--- src/sv/assert_macros.svh ---
// assertion helpers
`ifndef ASSERT_MACROS_SVH
`define ASSERT_MACROS_SVH

// same-cycle implication
`define AST_NOW(lbl, clk, rst, ante, cons, msg) \
   lbl: assert property (@(posedge clk) disable iff (rst) (ante) |-> (cons)) else $error(msg);

// next-cycle implication
`define AST_NEXT(lbl, clk, rst, ante, cons, msg) \
   lbl: assert property (@(posedge clk) disable iff (rst) (ante) |=> (cons)) else $error(msg);

`endif

--- src/sv/ctt_pkg.sv ---
package ctt_pkg;

   localparam logic [7:0] PROTO_TCP = 8'd6;
   localparam int         FIN_BIT   = 0;
   localparam int         ACK_BIT   = 4;

   typedef enum logic [1:0] {
      VERDICT_INVALID     = 2'd0,
      VERDICT_NEW         = 2'd1,
      VERDICT_ESTABLISHED = 2'd2,
      VERDICT_NO_ROOM     = 2'd3
   } verdict_type;

   typedef enum logic [1:0] {
      PHASE_SYN_SENT    = 2'd0,
      PHASE_ESTABLISHED = 2'd1,
      PHASE_FIN_WAIT    = 2'd2,
      PHASE_NONE        = 2'd3
   } phase_type;

   typedef enum logic [1:0] {
      KIND_INVALID = 2'd0,
      KIND_PACKET  = 2'd1,
      KIND_SWEEP   = 2'd2
   } kind_type;

   typedef struct packed {
      kind_type    kind;
      logic        tcp;
      logic        fin;
      logic        ack;
      logic        same;
      logic [63:0] fwd_addr;
      logic [39:0] fwd_pp;
      logic [63:0] rev_addr;
      logic [39:0] rev_pp;
      logic [31:0] now;
   } item_type;

   typedef struct packed {
      logic [63:0] addr;
      logic [39:0] pp;
      phase_type   phase;
      logic [31:0] stamp;
   } entry_type;

endpackage

--- src/sv/ctt_front.sv ---
module ctt_front (
   input  logic              clock,
   input  logic              reset,
   input  logic              req_valid,
   output logic              req_stall,
   input  logic              req_operation,
   input  logic              req_has_ipv4,
   input  logic              req_has_l4,
   input  logic [31:0]       req_src_ip,
   input  logic [31:0]       req_dst_ip,
   input  logic [15:0]       req_src_port,
   input  logic [15:0]       req_dst_port,
   input  logic [7:0]        req_protocol,
   input  logic [7:0]        req_tcp_flags,
   input  logic [31:0]       req_now,
   output logic              q_valid,
   output ctt_pkg::item_type q_item,
   input  logic              q_pop
);
   import ctt_pkg::*;

   item_type   item_in;
   item_type   slot_ff [2];
   logic       wr_ptr_ff, wr_ptr_in;
   logic       rd_ptr_ff, rd_ptr_in;
   logic [1:0] fill_ff, fill_in;
   logic       push;
   logic       pop;

   always_comb begin
      item_in.fwd_addr = {req_src_ip, req_dst_ip};
      item_in.fwd_pp   = {req_src_port, req_dst_port, req_protocol};
      item_in.rev_addr = {req_dst_ip, req_src_ip};
      item_in.rev_pp   = {req_dst_port, req_src_port, req_protocol};
      item_in.tcp      = (req_protocol == PROTO_TCP);
      item_in.fin      = req_tcp_flags[FIN_BIT];
      item_in.ack      = req_tcp_flags[ACK_BIT];
      item_in.same     = (req_src_ip == req_dst_ip) && (req_src_port == req_dst_port);
      item_in.now      = req_now;
      if (req_operation) begin
         item_in.kind = KIND_SWEEP;
      end else if (req_has_ipv4 && req_has_l4) begin
         item_in.kind = KIND_PACKET;
      end else begin
         item_in.kind = KIND_INVALID;
      end
   end

   assign req_stall = (fill_ff == 2'd2);
   assign push      = req_valid && !req_stall;
   assign q_valid   = (fill_ff != 2'd0);
   assign pop       = q_pop && q_valid;
   assign q_item    = slot_ff[rd_ptr_ff];

   always_comb begin
      wr_ptr_in = push ? !wr_ptr_ff : wr_ptr_ff;
      rd_ptr_in = pop ? !rd_ptr_ff : rd_ptr_ff;
      fill_in   = fill_ff + {1'b0, push} - {1'b0, pop};
   end

   always_ff @(posedge clock) begin
      if (reset) begin
         wr_ptr_ff <= 1'b0;
         rd_ptr_ff <= 1'b0;
         fill_ff   <= 2'd0;
      end else begin
         wr_ptr_ff <= wr_ptr_in;
         rd_ptr_ff <= rd_ptr_in;
         fill_ff   <= fill_in;
      end
   end

   always_ff @(posedge clock) begin
      if (push) begin
         slot_ff[wr_ptr_ff] <= item_in;
      end
   end

endmodule

--- config.mk ---
export PLATFORM = sky130hd
export DESIGN_NAME = ctt_front
export DESIGN_NICKNAME = d
export VERILOG_FILES = /design/src/sv/assert_macros.svh /design/src/sv/ctt_pkg.sv /design/src/sv/ctt_front.sv
export SDC_FILE = /design/constraint.sdc
export NUM_CORES = 1
export LEC_CHECK = 0
export BUFFER_PORTS_ARGS = -buffer_cell sky130_fd_sc_hd__buf_2
export CORE_MARGIN = 2
export CORE_UTILIZATION = 40
export CTS_BUF_LIST = sky130_fd_sc_hd__clkbuf_8 sky130_fd_sc_hd__clkbuf_16
export DETAILED_ROUTE_END_ITERATION = 6
export PLACE_DENSITY = 0.65
export SLEW_MARGIN = 20
export SYNTH_ARGS = -nofsm -noshare
export SYNTH_HDL_FRONTEND = slang
export SYNTH_SLANG_ARGS = --single-unit
--- constraint.sdc ---
create_clock -name clock -period 14.6 [get_ports clock]
set_clock_uncertainty 0.05 [all_clocks]
set_input_delay 2.92 -clock clock [delete_from_list [all_inputs] [get_ports clock]]
set_output_delay 2.92 -clock clock [all_outputs]
set_load 0.1 [all_outputs]
==> metrics.yaml <==
routed_wirelength_um: 24800
drtPass1Iterations: 4
synthXorXnorAreaFrac_pct: 3.84
viasPerCell: 4.63
chipWidth_um: 176
setup_tns_ns: 0
finalWeightedCongestion: 0.714
crit_fanout: 66
drtIter0Drc: 241
ctsHtreeMaxLevel: 1
setup_viol: 0
syn_nets: 792
critical_path_class: "flip-flop to primary output"
nets: 1102
row_count: 63
yosysSeqAreaShare_pct: 72.8
fin_area_um2: 14300
maxCapViolCount: 0
crit_slowest_cell: "buf_4"
synthSimpleGateAreaFrac_pct: 1.60
path_common_cell: "buf_4"
vias: 6294
path_cells: "buf_4, buf_4, mux2_2, buf_2"
cts_buffers: 30
worstMarginPinSlew_ns: 1.07
slew_viol_final: 0
cts_buffer_depth: 3
portBuffers: 392
track_usage_pct: 15.2
synth.area.mux_share_pct: 13.8
hold_viol: 0
die_area_um2: 31000
synth-seq-cells: 289
core_region_area_um2: 29400
clkTransAtPathRegs_ns: 0.05
syn_avg_cell_area_um2: 18.6
multi_input_area_um2: 2320
drive_gt1_share_pct: 59.9
hp-class: "flip-flop to flip-flop"
synthAdderAreaFrac_pct: 0.211
dp_hpwl_um: 17400
finalCritPeriodShare_pct: 44.2
ys.flop_type: "edfxtp_1"
synth_compound_area_share_pct: 0
critPathRequiredTime_ns: 11.63
slew_headroom_pct: 28.5
grt-ovfl-total: 0
worstSetupEndpointType: "primary output"
hold_buffers: 0
root_buffer: "clkbuf_16"
start_util_pct: 40.3
fill_cells: 2592
grt_pass1_wl_um: 35800
placed_cell_area_um2: 13500
yosysMostFrequentCell: "edfxtp_1"
synth_top_cell_by_area: "edfxtp_1"
antenna_found_initial: 5
syn_to_final_growth_pct: 20.9
final_util_pct: 48.8
ys_types: 23
yosys-top-cells-area: "edfxtp_1 (72%), mux2_2 (13%), buf_4 (6.6%), xor2_1 (3.7%), mux2_4 (1.3%)"
yosys_warnings: 0
worstSetupStartpointType: "flip-flop"
synth_commonest_cells: "edfxtp_1 (284), mux2_2 (132), buf_4 (104)"
cts_setup_buffers: 0
ctsResizeCount: 0
synth_area_um2: 11900
cts_tree: "yes"
die_h_um: 176
wl_per_cell_um: 18.2
antenna_left: 0
hold_depth: 2
synth_top_family_by_area: "multiplexers"
synth_edf_count: 284
grt_max_degree: 76
syn_inst: 639
fmax_mhz: 155
regArea_um2: 8630
remaining_drc_errors: 0
slowest_delay_ns: 0.75
period_needed_ns: 6.46
ys_async_sr_fraction_pct: 0
clock_latency_ns: 0.54
rsz0062_at_grt: "false"
io-pin-count: 399
status: "completed"
synth_top_area_share_pct: 71.9
worstRegToRegCells: 5
arrival_ns: 3.49
cts_sinks: 289
grt_pass1_vias: 6230
flip-flops by register name, summed over array words and instances (netlist names), named ones only:
name / count
slot_ff: 284
fill_ff: 2
rd_ptr_ff: 1
wr_ptr_ff: 1
worst max-delay path, delay by kind of cell (launching register included):
family,cells,cell delay (ns)
multiplexers,1,0.35
buffers and inverters,3,1.89
flip-flops,1,0.63
path summary, 6_finish.rpt:
kind / from / end / slack [ns]
worst min-delay path: rd_ptr_ff / flip-flop / 0.48
worst max-delay path: flip-flop / q_item[135] / 8.14
worst min register to register: rd_ptr_ff / flip-flop / 0.48
worst max register to register: fill_ff[0] / slot_ff[0][209] / 11.67
layout by cell type, fill, tap and decap left out, types with 3 or more instances in the layout:
cell / synthesis / layout
clkbuf_16: 0 / 31
clkinv_1: 0 / 5
xor2_1: 50 / 50
buf_4: 104 / 6
inv_1: 2 / 15
dfxtp_1: 5 / 4
buf_2: 7 / 392
nor2_1: 7 / 6
nor4_1: 12 / 12
nand4_1: 3 / 3
mux2_2: 132 / 132
mux2_4: 10 / 10
edfxtp_1: 284 / 284
logic make-up (layout without fill, tap and decap cells):
logic type / after synthesis / in the layout
flip-flops: 289 / 289
multiplexers: 142 / 142
buffers and inverters: 122 / 452
XOR/XNOR: 52 / 52
AND/OR/NAND/NOR: 32 / 32
adder cells (fa/ha/maj): 2 / 2
other: 0 / 1
area by class of cell:
| cell class | instances | share of cell area, % |
|---|---|---|
| multi-input combinational | 228 | 16.2 |
| tap | 390 | 3.40 |
| antenna | 1 | 0.0174 |
| clock buffer | 31 | 5.41 |
| clock inverter | 21 | 0.768 |
| timing repair buffer | 398 | 14.0 |
| inverter | 2 | 0.0523 |
| sequential | 289 | 60.2 |
metrics by stage:
step | cells | hold WS [ns] | setup slack [ns]
4_1_cts | 1359 | 0.498 | 7.97
6_report | 1360 | 0.483 | 8.14
3_5_place_dp | 1307 | 0.478 | 8.56
2_1_floorplan | 639 | 0.430 | 5.00
5_1_grt | 1359 | 0.534 | 7.85
3_3_place_gp | 1307 | 0.447 | 8.54
per-layer routing:
layer  track usage (%)  wire length [um]  vias up
met4              3.96               538       10
met2              27.1             12600      281
li1                  -                 -     2918
met1              17.4              9230     3040
met5                 0                67        -
met3              5.17              2350       45
Power is left out: the tool's default activity adds up to more than one toggle a clock period on the data nets, which glitch-free logic cannot reach.
